[config.mk]
export PLATFORM = sky130hd
export DESIGN_NAME = pulse_clock_divider_fit
export DESIGN_NICKNAME = d
export VERILOG_FILES = /design/src/sv/pcdf_pkg.sv /design/src/sv/pcdf_div.sv /design/src/sv/pulse_clock_divider_fit.sv
export VERILOG_INCLUDE_DIRS = /design/src /design/src/sv
export SDC_FILE = /design/constraint.sdc
export NUM_CORES = 1
export LEC_CHECK = 0
export ABC_AREA = 0
export BUFFER_PORTS_ARGS = -buffer_cell sky130_fd_sc_hd__buf_2
export CAP_MARGIN = 0
export CELL_PAD_IN_SITES_DETAIL_PLACEMENT = 0
export CELL_PAD_IN_SITES_GLOBAL_PLACEMENT = 1
export CORE_UTILIZATION = 45
export DETAILED_ROUTE_END_ITERATION = 8
export GPL_TIMING_DRIVEN = 0
export PLACE_DENSITY_LB_ADDON = 0.1
export SETUP_SLACK_MARGIN = 0.1
export SYNTH_ARGS = -nofsm -noshare
export SYNTH_HDL_FRONTEND = slang
export SYNTH_HIERARCHICAL = 1
export SYNTH_SLANG_ARGS = --single-unit
[constraint.sdc]
create_clock -name clk -period 9.25 [get_ports clk]
set_input_delay 1.3875 -clock clk [delete_from_list [all_inputs] [get_ports clk]]
set_output_delay 1.3875 -clock clk [all_outputs]
set_load 0.02 [all_outputs]
[src/sv/assert_macros.svh]
// Assertion macros used by the top-level RTL file of the pulse clock divider fit block.
`ifndef ASSERT_MACROS_SVH
`define ASSERT_MACROS_SVH
`ifndef ASSERT_OFF
`define ASSERT_HOLDS(lbl, clk, rst_n, expr) \
  lbl: assert property (@(posedge clk) disable iff (!rst_n) (expr)) \
    else $error("assertion failed");
`define ASSERT_NEXT(lbl, clk, rst_n, ante, cons) \
  lbl: assert property (@(posedge clk) disable iff (!rst_n) (ante) |=> (cons)) \
    else $error("assertion failed");
`else
`define ASSERT_HOLDS(lbl, clk, rst_n, expr)
`define ASSERT_NEXT(lbl, clk, rst_n, ante, cons)
`endif
`endif

[src/sv/pcdf_pkg.sv]
// Package with widths, the bit period table and shared types of the divider fit block.
package pcdf_pkg;

  localparam int DUR_W              = 20;
  localparam int DIV_W              = 9;
  localparam int CNT_OUT_W          = 8;
  localparam int PER_W              = 10;
  localparam int CNT_MAX_W          = 13;
  localparam int NUM_PERIODS        = 11;
  localparam int IDX_W              = 4;
  localparam int DEF_MAX_PULSE_BITS = 224;

  typedef enum logic [1:0] {
    ST_IDLE,
    ST_LAUNCH,
    ST_WAIT,
    ST_OUTPUT
  } pcdf_state_t;

  typedef struct packed {
    logic                 done;
    logic [CNT_MAX_W-1:0] quot;
    logic [DUR_W-1:0]     rem;
  } div_stat_t;

  function automatic logic [PER_W-1:0] period_of(input logic [IDX_W-1:0] idx);
    logic [PER_W-1:0] p;
    case (idx)
      4'd0:    p = 10'd4;
      4'd1:    p = 10'd8;
      4'd2:    p = 10'd10;
      4'd3:    p = 10'd20;
      4'd4:    p = 10'd40;
      4'd5:    p = 10'd80;
      4'd6:    p = 10'd100;
      4'd7:    p = 10'd200;
      4'd8:    p = 10'd250;
      4'd9:    p = 10'd500;
      4'd10:   p = 10'd1000;
      default: p = 10'd4;
    endcase
    return p;
  endfunction

endpackage

[src/sv/pcdf_div.sv]
// Iterative restoring divider that yields the clamped bit count and remainder for one period.
module pcdf_div
  import pcdf_pkg::*;
#(
  parameter int MAX_PULSE_BITS = DEF_MAX_PULSE_BITS
) (
  input  logic             clk,
  input  logic             rst_n,
  input  logic             start,
  input  logic [DUR_W-1:0] dividend,
  input  logic [PER_W-1:0] period,
  output div_stat_t        stat
);

  localparam int CW = $clog2(MAX_PULSE_BITS + 1);
  localparam int BW = (CW > 1) ? $clog2(CW) : 1;
  localparam int SW = (DUR_W > PER_W + CW) ? DUR_W : PER_W + CW;

  logic             active_r, active_nxt;
  logic             done_r, done_nxt;
  logic [BW-1:0]    bit_r, bit_nxt;
  logic [CW-1:0]    quot_r, quot_nxt;
  logic [DUR_W-1:0] rem_r, rem_nxt;
  logic [PER_W-1:0] period_r, period_nxt;

  logic [SW-1:0]    shifted;
  logic [CW-1:0]    trial;
  logic             fits;

  always_comb begin
    shifted = SW'(period_r) << bit_r;
    trial   = quot_r | (CW'(1) << bit_r);
    fits    = (shifted <= SW'(rem_r)) && (trial <= CW'(MAX_PULSE_BITS));
  end

  always_comb begin
    active_nxt = active_r;
    done_nxt   = 1'b0;
    bit_nxt    = bit_r;
    quot_nxt   = quot_r;
    rem_nxt    = rem_r;
    period_nxt = period_r;
    if (start) begin
      active_nxt = 1'b1;
      bit_nxt    = BW'(CW - 1);
      quot_nxt   = '0;
      rem_nxt    = dividend;
      period_nxt = period;
    end else if (active_r) begin
      if (fits) begin
        quot_nxt = trial;
        rem_nxt  = rem_r - shifted[DUR_W-1:0];
      end
      if (bit_r == '0) begin
        active_nxt = 1'b0;
        done_nxt   = 1'b1;
      end else begin
        bit_nxt = bit_r - 1'b1;
      end
    end
  end

  always_ff @(posedge clk) begin
    if (!rst_n) begin
      active_r <= 1'b0;
      done_r   <= 1'b0;
    end else begin
      active_r <= active_nxt;
      done_r   <= done_nxt;
    end
    bit_r    <= bit_nxt;
    quot_r   <= quot_nxt;
    rem_r    <= rem_nxt;
    period_r <= period_nxt;
  end

  assign stat.done = done_r;
  assign stat.quot = CNT_MAX_W'(quot_r);
  assign stat.rem  = rem_r;

endmodule

[src/sv/pulse_clock_divider_fit.sv]
// Top level of the pulse clock divider fit block: sequencer, best-fit tracking and output register.
// A duration is fitted by the shared restoring divider, which settles one quotient bit per cycle
// for each of the eleven bit periods in turn; C = clog2(MAX_PULSE_BITS + 1) is the number of
// quotient bits, 8 with the default of 224. Each period has a launch step, the quotient bits and
// a done step, and the output register is loaded after the last period. The input is ready again
// the cycle after the result is loaded. The input is not ready while a duration is being fitted;
// a finished result waits in the output register and the next duration may be taken while it does.
`include "assert_macros.svh"
module pulse_clock_divider_fit
  import pcdf_pkg::*;
#(
  parameter int MAX_PULSE_BITS = DEF_MAX_PULSE_BITS
) (
  input  logic        clk,
  input  logic        rst_n,
  input  logic        in_tvalid,
  output logic        in_tready,
  input  logic [23:0] in_tdata,   // [19:0] duration_ns, [23:20] zero
  output logic        out_tvalid,
  input  logic        out_tready,
  output logic [23:0] out_tdata   // [8:0] clock_divider, [16:9] bit_count, [23:17] zero
);

  pcdf_state_t          state_r, state_nxt;
  logic [IDX_W-1:0]     idx_r, idx_nxt;
  logic [DUR_W-1:0]     dur_r, dur_nxt;
  logic [DUR_W-1:0]     best_err_r, best_err_nxt;
  logic [DIV_W-1:0]     best_div_r, best_div_nxt;
  logic [CNT_MAX_W-1:0] best_cnt_r, best_cnt_nxt;
  logic                 out_valid_r, out_valid_nxt;
  logic [23:0]          out_data_r, out_data_nxt;

  logic                 div_start;
  logic                 load_out;
  logic                 take_in;
  logic                 better;
  logic [PER_W-1:0]     cur_period;
  div_stat_t            div_stat;

  assign cur_period = period_of(idx_r);
  assign better     = (idx_r == '0) || (div_stat.rem < best_err_r);

  pcdf_div #(
    .MAX_PULSE_BITS(MAX_PULSE_BITS)
  ) u_div (
    .clk     (clk),
    .rst_n   (rst_n),
    .start   (div_start),
    .dividend(dur_r),
    .period  (cur_period),
    .stat    (div_stat)
  );

  always_comb begin
    state_nxt = state_r;
    unique case (state_r)
      ST_IDLE:   if (in_tvalid) state_nxt = ST_LAUNCH;
      ST_LAUNCH: state_nxt = ST_WAIT;
      ST_WAIT: begin
        if (div_stat.done) begin
          state_nxt = (idx_r == IDX_W'(NUM_PERIODS - 1)) ? ST_OUTPUT : ST_LAUNCH;
        end
      end
      ST_OUTPUT: if (!out_valid_r || out_tready) state_nxt = ST_IDLE;
      default:   state_nxt = ST_IDLE;
    endcase
  end

  always_comb begin
    in_tready = 1'b0;
    div_start = 1'b0;
    load_out  = 1'b0;
    unique case (state_r)
      ST_IDLE:   in_tready = 1'b1;
      ST_LAUNCH: div_start = 1'b1;
      ST_WAIT:   ;
      ST_OUTPUT: load_out = !out_valid_r || out_tready;
      default:   ;
    endcase
  end

  assign take_in = in_tvalid && in_tready;

  always_comb begin
    idx_nxt       = idx_r;
    dur_nxt       = dur_r;
    best_err_nxt  = best_err_r;
    best_div_nxt  = best_div_r;
    best_cnt_nxt  = best_cnt_r;
    out_valid_nxt = out_valid_r;
    out_data_nxt  = out_data_r;
    if (take_in) begin
      dur_nxt = in_tdata[DUR_W-1:0];
      idx_nxt = '0;
    end
    if (state_r == ST_WAIT && div_stat.done) begin
      if (better) begin
        best_err_nxt = div_stat.rem;
        best_div_nxt = DIV_W'(cur_period >> 1);
        best_cnt_nxt = div_stat.quot;
      end
      idx_nxt = idx_r + 1'b1;
    end
    if (out_valid_r && out_tready) begin
      out_valid_nxt = 1'b0;
    end
    if (load_out) begin
      out_valid_nxt = 1'b1;
      out_data_nxt  = {7'b0, best_cnt_r[CNT_OUT_W-1:0], best_div_r};
    end
  end

  always_ff @(posedge clk) begin
    if (!rst_n) begin
      state_r     <= ST_IDLE;
      out_valid_r <= 1'b0;
    end else begin
      state_r     <= state_nxt;
      out_valid_r <= out_valid_nxt;
    end
    idx_r      <= idx_nxt;
    dur_r      <= dur_nxt;
    best_err_r <= best_err_nxt;
    best_div_r <= best_div_nxt;
    best_cnt_r <= best_cnt_nxt;
    out_data_r <= out_data_nxt;
  end

  assign out_tvalid = out_valid_r;
  assign out_tdata  = out_data_r;

  `ASSERT_NEXT(a_accept_launches, clk, rst_n, take_in, state_r == ST_LAUNCH)
  `ASSERT_HOLDS(a_done_in_wait, clk, rst_n, !div_stat.done || state_r == ST_WAIT)
  `ASSERT_HOLDS(a_count_clamped, clk, rst_n, state_r != ST_OUTPUT || best_cnt_r <= CNT_MAX_W'(MAX_PULSE_BITS))

endmodule
==> results of run 1 <==
worst max-delay path, cell delays in order (launching register included):
cell and delay [ps]:
dfxtp_1 350, clkbuf_1 450, clkbuf_1 410, a211oi_1 140, a21oi_1 210, mux2i_1 120
ha_1 290, buf_2 210, nand4_1 190, nor4_1 430, o21ai_0 170, nand3_1 160
a41oi_4 100, o21ai_2 500, buf_16 220
layer usage:
| layer | global-route usage (%) | up-vias | routed length (um) |
|---|---|---|---|
| met5 | 0 | - | 0 |
| met3 | 3.57 | 19 | 382 |
| met4 | 8.65 | 0 | 246 |
| met2 | 32.7 | 84 | 6910 |
| li1 | - | 2366 | - |
| met1 | 26.2 | 2240 | 7170 |
state kept, by name, indices dropped and copies added (netlist names), 2 cells and up:
signal / cells
best_cnt_r: 8
out_tdata: 17
idx_r: 4
u_div/quot_r: 8
best_div_r: 9
u_div/period_r: 10
cur_period: 9
best_err_r: 20
state_r: 2
dur_r: 20
u_div/rem_r: 20
u_div/bit_r: 3
worst min-delay path by stage:
stage          cells past startpoint     startpoint  slack [ps]            to
2_1_floorplan                      0  best_div_r[0]         400  out_tdata[0]
3_3_place_gp                       0  best_div_r[8]         400  out_tdata[8]
3_5_place_dp                       0  best_div_r[5]         400  out_tdata[5]
4_1_cts                            0  best_div_r[5]         420  out_tdata[5]
5_1_grt                            0  best_div_r[5]         420  out_tdata[5]
6_report                           0  best_div_r[5]         420  out_tdata[5]
report_power, final:
group | total (mW) | switching (mW) | internal [mW]
registers | 0.828 | 0.0587 | 0.770
logic | 1.07 | 0.656 | 0.413
clock network | 0.647 | 0.259 | 0.388
total | 2.54 | 0.974 | 1.57
area by class of cell:
type | instances | area (sq um) | share of cell area [%]
Multi-Input combinational cell | 406 | 2860 | 35.5
Clock buffer | 19 | 454 | 5.65
Buffer | 32 | 185 | 2.30
Timing Repair Buffer | 46 | 295 | 3.67
Inverter | 41 | 154 | 1.91
Tap cell | 184 | 230 | 2.86
Clock inverter | 13 | 124 | 1.54
Sequential cell | 133 | 3740 | 46.5
through the flow:
stage / area (sq um) / power [mW]
after CTS: 8050 / 2.55
final: 8050 / 2.54
after global placement: 7360 / 1.87
after detailed placement: 7470 / 1.89
after floorplan: 6920 / 1.62
after global routing: 8050 / 2.71
==> results.json, run 1 <==
{
  "stdcell_count": 874,
  "arrival_ps": 4400,
  "crit_start": "u_div/bit_r[1]",
  "clock_latency_ps": 420,
  "r2r_start": "u_div/bit_r[1]",
  "drc": 0,
  "pin_count": 54,
  "drv_slew": 0,
  "setup_ws_ps": 4970,
  "finalCriticalPeriod_ps": 4280,
  "cts_resized": 0,
  "avgSynthCellArea_sq_um": 11.4,
  "holdBufCountCts": 0,
  "cp-endpoint": "u_div/rem_r[11]",
  "r2r_slack_ps": 4970,
  "fin_setup_tns_ps": 0,
  "end_kind": "register",
  "hold_viol": 0,
  "syn_inst": 605,
  "finalClockSkew_ps": 6.95,
  "worstMarginPinSlew_ps": 1070,
  "drtAntennaViolNets": 0,
  "vias_per_cell": 5.39,
  "cts_made_buffers": 17,
  "grt_pass1_vias": 4725,
  "start_kind": "register",
  "grt_pass1_wl_mm": 24.1,
  "gp_congestion": 0.914,
  "slew_headroom_pct": 28.4,
  "first_iter_violations": 403,
  "die-height_um": 126,
  "hold_ws_ps": 417,
  "min_period_over_period_pct": 46.2,
  "reg2reg_to": "u_div/rem_r[11]",
  "setup_violations": 0,
  "htreeDepth": 4,
  "required_ps": 9380,
  "cts_tree": "yes",
  "power_density_nw_per_um2": 316,
  "track_usage_pct": 20.0,
  "path_max_fanout": 16,
  "clockBufferDepth": 2,
  "clk_pin_slew_worst_paths_ps": 60,
  "critical_path_class": "register to register",
  "diodes": 0,
  "drv_cap": 0,
  "syn_to_final_growth_pct": 16.7,
  "fin_nets": 754,
  "clock_sinks": 133,
  "final_layout_size_suffix_gt1_share_pct": 18.4,
  "pre_cts_ws_ps": 5090,
  "wire_per_inst_um": 16.8,
  "netlist_area_sq_um": 6890,
  "route.vias.total": 4709,
  "die-area_sq_um": 15800,
  "portBuffers": 42,
  "coreArea_sq_um": 14800,
  "r2r_cells": 14,
  "final_core_util_pct": 54.5,
  "hp-class": "register to register",
  "rows": 44,
  "ir_drop_mv": 0.146,
  "wl_mm": 14.7,
  "grt_overflow": 0,
  "grt_max_degree": 22,
  "fill_cells": 1303,
  "cts_root_buf": "clkbuf_16",
  "antenna_found_initial": 0,
  "firstDrtPassIters": 5,
  "mostFrequentLayoutCells": "edfxtp_1, nand2_1, buf_2",
  "die_x_um": 126,
  "hpwl_mm": 11.1,
  "cts_setup_buffers": 0,
  "layout_commonest_cell": "edfxtp_1",
  "outcome": "complete, no violations",
  "place_inst": 842,
  "floorplan.initialDensity_pct": 46.7,
  "synth_warnings": 6,
  "leakagePower_nw": 3.16,
  "fmax_mhz": 234,
  "rsz0062_at_grt": "no"
}
Note: power is estimated with default switching activity, not from simulation.
==> run 2: changes to the inputs <==
Settings changed: ABC_AREA 0 to 1, CORE_UTILIZATION 45 to 42.
Clock period 9.25 ns to 3.8 ns, I/O delays scaled along.
==> run 2 against run 1 <==
Against the previous run:
- the flow now finishes with violations (design-rule violations)
- clock power grew to 2.9 times the previous value
- critical path depth stayed put
- area after synthesis is 2.6% higher
- clock-buffer cell count is 1 higher
- hold slack worse by 98 ps
- highest routed layer unchanged
- routed wire length is 3.8% higher
==> results.json, run 2 <==
{
  "setup_violations": 0,
  "setup_ws_ps": 581,
  "holdBufCountCts": 0,
  "clock_latency_ps": 420,
  "final_layout_size_suffix_gt1_share_pct": 18.2,
  "hp-class": "input pin to register",
  "finalClockSkew_ps": 9.95,
  "netlist_area_sq_um": 7070,
  "fin_area_sq_um": 8310,
  "dpl_cell_area_sq_um": 7630,
  "syn_to_final_growth_pct": 17.5,
  "cts_setup_buffers": 0,
  "rsz0062_at_grt": "no",
  "route.vias.total": 5093,
  "drc": 2,
  "slowest_delay_ps": 430,
  "die-height_um": 132,
  "antenna_found_initial": 0,
  "min_period_over_period_pct": 84.7,
  "track_usage_pct": 18.8,
  "coreArea_sq_um": 16500,
  "worstMarginPinSlew_ps": 1000,
  "hpwl_mm": 11.6,
  "required_ps": 3890,
  "outcome": "finished with violations",
  "wl_mm": 15.3,
  "layout_commonest_cell": "nand2_1",
  "hold_viol": 0,
  "violations": "design-rule violations",
  "cts_root_buf": "clkbuf_16",
  "end_kind": "register",
  "ir_drop_mv": 0.352,
  "avgSynthCellArea_sq_um": 9.29,
  "arrival_ps": 3310,
  "synth_warnings": 6,
  "firstDrtPassIters": 7,
  "mostFrequentLayoutCells": "nand2_1, edfxtp_1, inv_1",
  "rows": 47,
  "clockBufferDepth": 2,
  "cts_tree": "yes",
  "drtAntennaViolNets": 0,
  "vias_per_cell": 4.79,
  "gp_congestion": 0.844,
  "largestRegisters": "best_err_r (20), dur_r (20), u_div/rem_r (20)",
  "fmax_mhz": 311,
  "clock_sinks": 133,
  "die_x_um": 132,
  "path_max_fanout": 20,
  "clk_pin_slew_worst_paths_ps": 60,
  "grt_max_degree": 23,
  "cts_made_buffers": 17,
  "fin_nets": 908,
  "pre_cts_ws_ps": 45.6,
  "floorplan.initialDensity_pct": 42.8,
  "critical_path_class": "register to register",
  "grt_pass1_wl_mm": 24.9,
  "grt_overflow": 0,
  "power_density_nw_per_um2": 752,
  "die-area_sq_um": 17400,
  "grt_pass1_vias": 4966,
  "finalCriticalPeriod_ps": 3220,
  "syn_inst": 761,
  "wire_per_inst_um": 14.4,
  "drv_cap": 0,
  "slew_headroom_pct": 32.9,
  "diodes": 0,
  "pin_count": 54,
  "crit_chain": "buf_2 -> inv_1 -> buf_2 -> o21ai_0 -> o21ai_0 -> ha_1 -> nand2_2 -> nor2_2 -> nand3_1 -> o21bai_2 -> nor2_1 -> nand2_4 -> nand2_4 -> nand2_4",
  "portBuffers": 42,
  "start_kind": "register",
  "crit_top_cell": "nand2_4",
  "hold_ws_ps": 319,
  "first_iter_violations": 297,
  "leakagePower_nw": 3.66,
  "htreeDepth": 4,
  "drv_slew": 0,
  "slowest_stage": "ha_1"
}
## run 2: path summary, 6_finish.rpt
| kind | startpoint | endpoint | slack (ps) | cells after the start |
|---|---|---|---|---|
| setup / recovery | u_div/bit_r[1] | u_div/rem_r[2] | 580 | 14 |
| hold / removal | in_tdata[5] | dur_r[5] | 320 | 1 |
| setup reg to reg | u_div/bit_r[1] | u_div/rem_r[2] | 580 | 14 |
| hold reg to reg | best_cnt_r[0] | out_tdata[9] | 410 | 0 |
## run 2: per-stage QoR
stage	power [mW]	cells	util (%)	TNS (ps)
after detailed placement	4.37	1032	46.2	0
after global routing	6.70	1064	50.3	0
after global placement	4.36	1030	45.9	-41090
after CTS	6.29	1064	50.3	0
after floorplan	3.78	768	-	0
final	6.25	1064	50.3	0
## run 2: repair_timing
item                       4_1_cts  5_1_grt
setup endpoints to repair       20       20
hold endpoints to repair         0        0
resized for setup                1        1
gates cloned                     0        0
pin swaps                        0        0
## run 2: layout make-up
cell class	count	area [sq um]
fillers	1537	8210
flip-flops and latches	133	3740
multi-input cells	511	2860
clock buffers	20	447
inverters	101	387
well taps	220	275
repair buffers	44	245
clock inverters	12	225
plain buffers	23	134
## run 2: layer usage
layer	vias to the layer above	part of all wire, %	wire (um)	global-route usage [%]
met5	-	0	0	0
met4	0	1.5	227	6.85
met3	15	3.5	537	4.42
met2	91	46	7060	30.3
met1	2337	49	7450	24.8
li1	2650	-	-	-
## run 2: where the power goes
part / leakage, nW / switching, mW / total (mW) / internal (mW)
registers: 1.21 / 0.124 / 1.95 / 1.83
logic: 2.12 / 1.58 / 2.42 / 0.842
clock network: 0.329 / 0.622 / 1.87 / 1.25
## run 2: critical path: cells and delay by family (launching register included)
family | cells | cell delay [ps]
flip-flops | 1 | 350
AND/OR/NAND/NOR | 7 | 930
adder cells (fa/ha/maj) | 1 | 430
buffers and inverters | 3 | 570
AO/OA/AOI/OAI | 3 | 600
==> run 3: changes to the inputs <==
Settings changed: CORE_UTILIZATION 42 to 45.
Clock period 3.8 ns to 3.2 ns, I/O delays scaled along.
==> run 3 against run 2 <==
Against the previous run:
- the run now ends clean
- worst setup slack worse by 340 ps
- critical path depth unchanged
- final cell count down 0.38%
- total power up 17%
- register-to-register slack worse by 340 ps
- via count up 1.9%
- critical endpoint is now u_div/rem_r[17]
- largest power group unchanged
==> results.json, run 3 (synthesis results as in run 2) <==
{
  "worstMarginPinSlew_ps": 1040,
  "hold_depth": 1,
  "die-height_um": 127,
  "vias_per_cell": 4.89,
  "wl_mm": 15.5,
  "slowest_delay_ps": 380,
  "mostFrequentLayoutCells": "nand2_1, edfxtp_1, inv_1",
  "antenna_found_initial": 0,
  "slowest_stage": "ha_1",
  "start_kind": "register",
  "die-area_sq_um": 16200,
  "track_usage_pct": 20.2,
  "floorplan.initialDensity_pct": 46.4,
  "htreeDepth": 4,
  "fin_nets": 913,
  "critical_path_class": "register to register",
  "grt_max_degree": 27,
  "hpwl_mm": 11.5,
  "p_total_mw": 7.29,
  "cts_tree": "yes",
  "first_iter_violations": 346,
  "holdBufCountCts": 0,
  "fin_area_sq_um": 8350,
  "r2r_cells": 14,
  "clock_sinks": 133,
  "clock_latency_ps": 430,
  "ir_drop_mv": 0.450,
  "hold_ws_ps": 224,
  "largestRegisters": "best_err_r (20), dur_r (20), u_div/rem_r (20)",
  "crit_chain": "buf_4 -> clkinvlp_4 -> clkbuf_4 -> o21ai_1 -> o21ai_0 -> ha_1 -> nand2_1 -> nor2_2 -> nand3_1 -> o21bai_2 -> nor2_2 -> nand2_4 -> nand2_8 -> nand2_8",
  "gp_congestion": 0.886,
  "firstDrtPassIters": 5,
  "setup_violations": 0,
  "critical_path.top_delay_family": "simple AND/OR/NAND/NOR gates",
  "pin_count": 54,
  "required_ps": 3310,
  "clockBufferDepth": 2,
  "grt_pass1_wl_mm": 24.7,
  "hp-class": "input pin to register",
  "slew_headroom_pct": 30.4,
  "layout_commonest_cell": "nand2_1",
  "rsz0062_at_grt": "no",
  "final_core_util_pct": 54.7,
  "hold_viol": 0,
  "drc": 0,
  "dpl_cell_area_sq_um": 7620,
  "path_buf_inv": 3,
  "route.vias.total": 5188,
  "fmax_mhz": 338,
  "syn_to_final_growth_pct": 18.0,
  "coreArea_sq_um": 15300,
  "min_period_over_period_pct": 92.4,
  "end_kind": "register",
  "finalClockSkew_ps": 11.8,
  "drtAntennaViolNets": 0,
  "place_inst": 1023,
  "portBuffers": 42,
  "drv_cap": 0,
  "arrival_ps": 3070,
  "cts_root_buf": "clkbuf_16",
  "grt_pass1_vias": 4819,
  "path_max_fanout": 12,
  "outcome": "complete, no violations",
  "clk_pin_slew_worst_paths_ps": 60,
  "die_x_um": 127,
  "wire_per_inst_um": 14.6,
  "stdcell_count": 1060,
  "cts_made_buffers": 17,
  "crit_cells": 14,
  "leakagePower_nw": 3.64,
  "power_density_nw_per_um2": 873,
  "finalCriticalPeriod_ps": 2960,
  "grt_overflow": 0,
  "final_layout_size_suffix_gt1_share_pct": 20.3,
  "diodes": 0,
  "drv_slew": 0,
  "rows": 45
}
==> run 3: cell count changes in the layout (fill, tap and decap cells not counted), sizes merged <==
cell and change:
bufinv -4, clkinvlp +4, buf +3, inv +2, clkbuf -1, nand2 +1
==> run 3: path summary, 6_finish.rpt <==
path,to,slack (ps),from
max,u_div/rem_r[17],240,u_div/bit_r[1]
max reg2reg,u_div/rem_r[17],240,u_div/bit_r[1]
min,dur_r[2],220,in_tdata[2]
min reg2reg,out_tdata[13],410,best_cnt_r[4]
==> run 3: stage by stage <==
| stage | setup slack (ps) | setup TNS, ps |
|---|---|---|
| after floorplan | 210 | 0 |
| after detailed placement | -548 | -10920 |
| after CTS | 119 | 0 |
| after global routing | 77.7 | 0 |
| final | 242 | 0 |
| after global placement | -543 | -29520 |
==> run 3: what timing repair did <==
action,CTS,global route
pin swaps,0,3
cloned,0,1
endpoints found under the setup margin,21,31
gates resized for setup,4,27
buffers inserted,0,4
endpoints found under the hold margin,0,0
==> run 3: area by class of cell <==
| cell class | count | area, sq um |
|---|---|---|
| Timing Repair Buffer | 48 | 275 |
| Sequential cell | 133 | 3740 |
| Tap cell | 211 | 264 |
| Clock buffer | 18 | 439 |
| Clock inverter | 14 | 149 |
| Multi-Input combinational cell | 512 | 2940 |
| Inverter | 101 | 393 |
| Fill cell | 1365 | 6910 |
| Buffer | 23 | 144 |
==> run 3: where the power goes <==
part,total [mW],switching [mW],internal [mW]
logic,3.02,1.93,1.09
registers,2.32,0.151,2.17
clock network,1.94,0.769,1.17
==> run 3: layer usage <==
| metal | global-route usage, % | vias to the layer above | share of wire [%] |
|---|---|---|---|
| met5 | 0 | - | 0 |
| met4 | 5.32 | 0 | 0.63 |
| met3 | 4.56 | 12 | 3.8 |
| met2 | 32.5 | 99 | 48 |
| met1 | 27.5 | 2419 | 48 |
| li1 | - | 2658 | - |
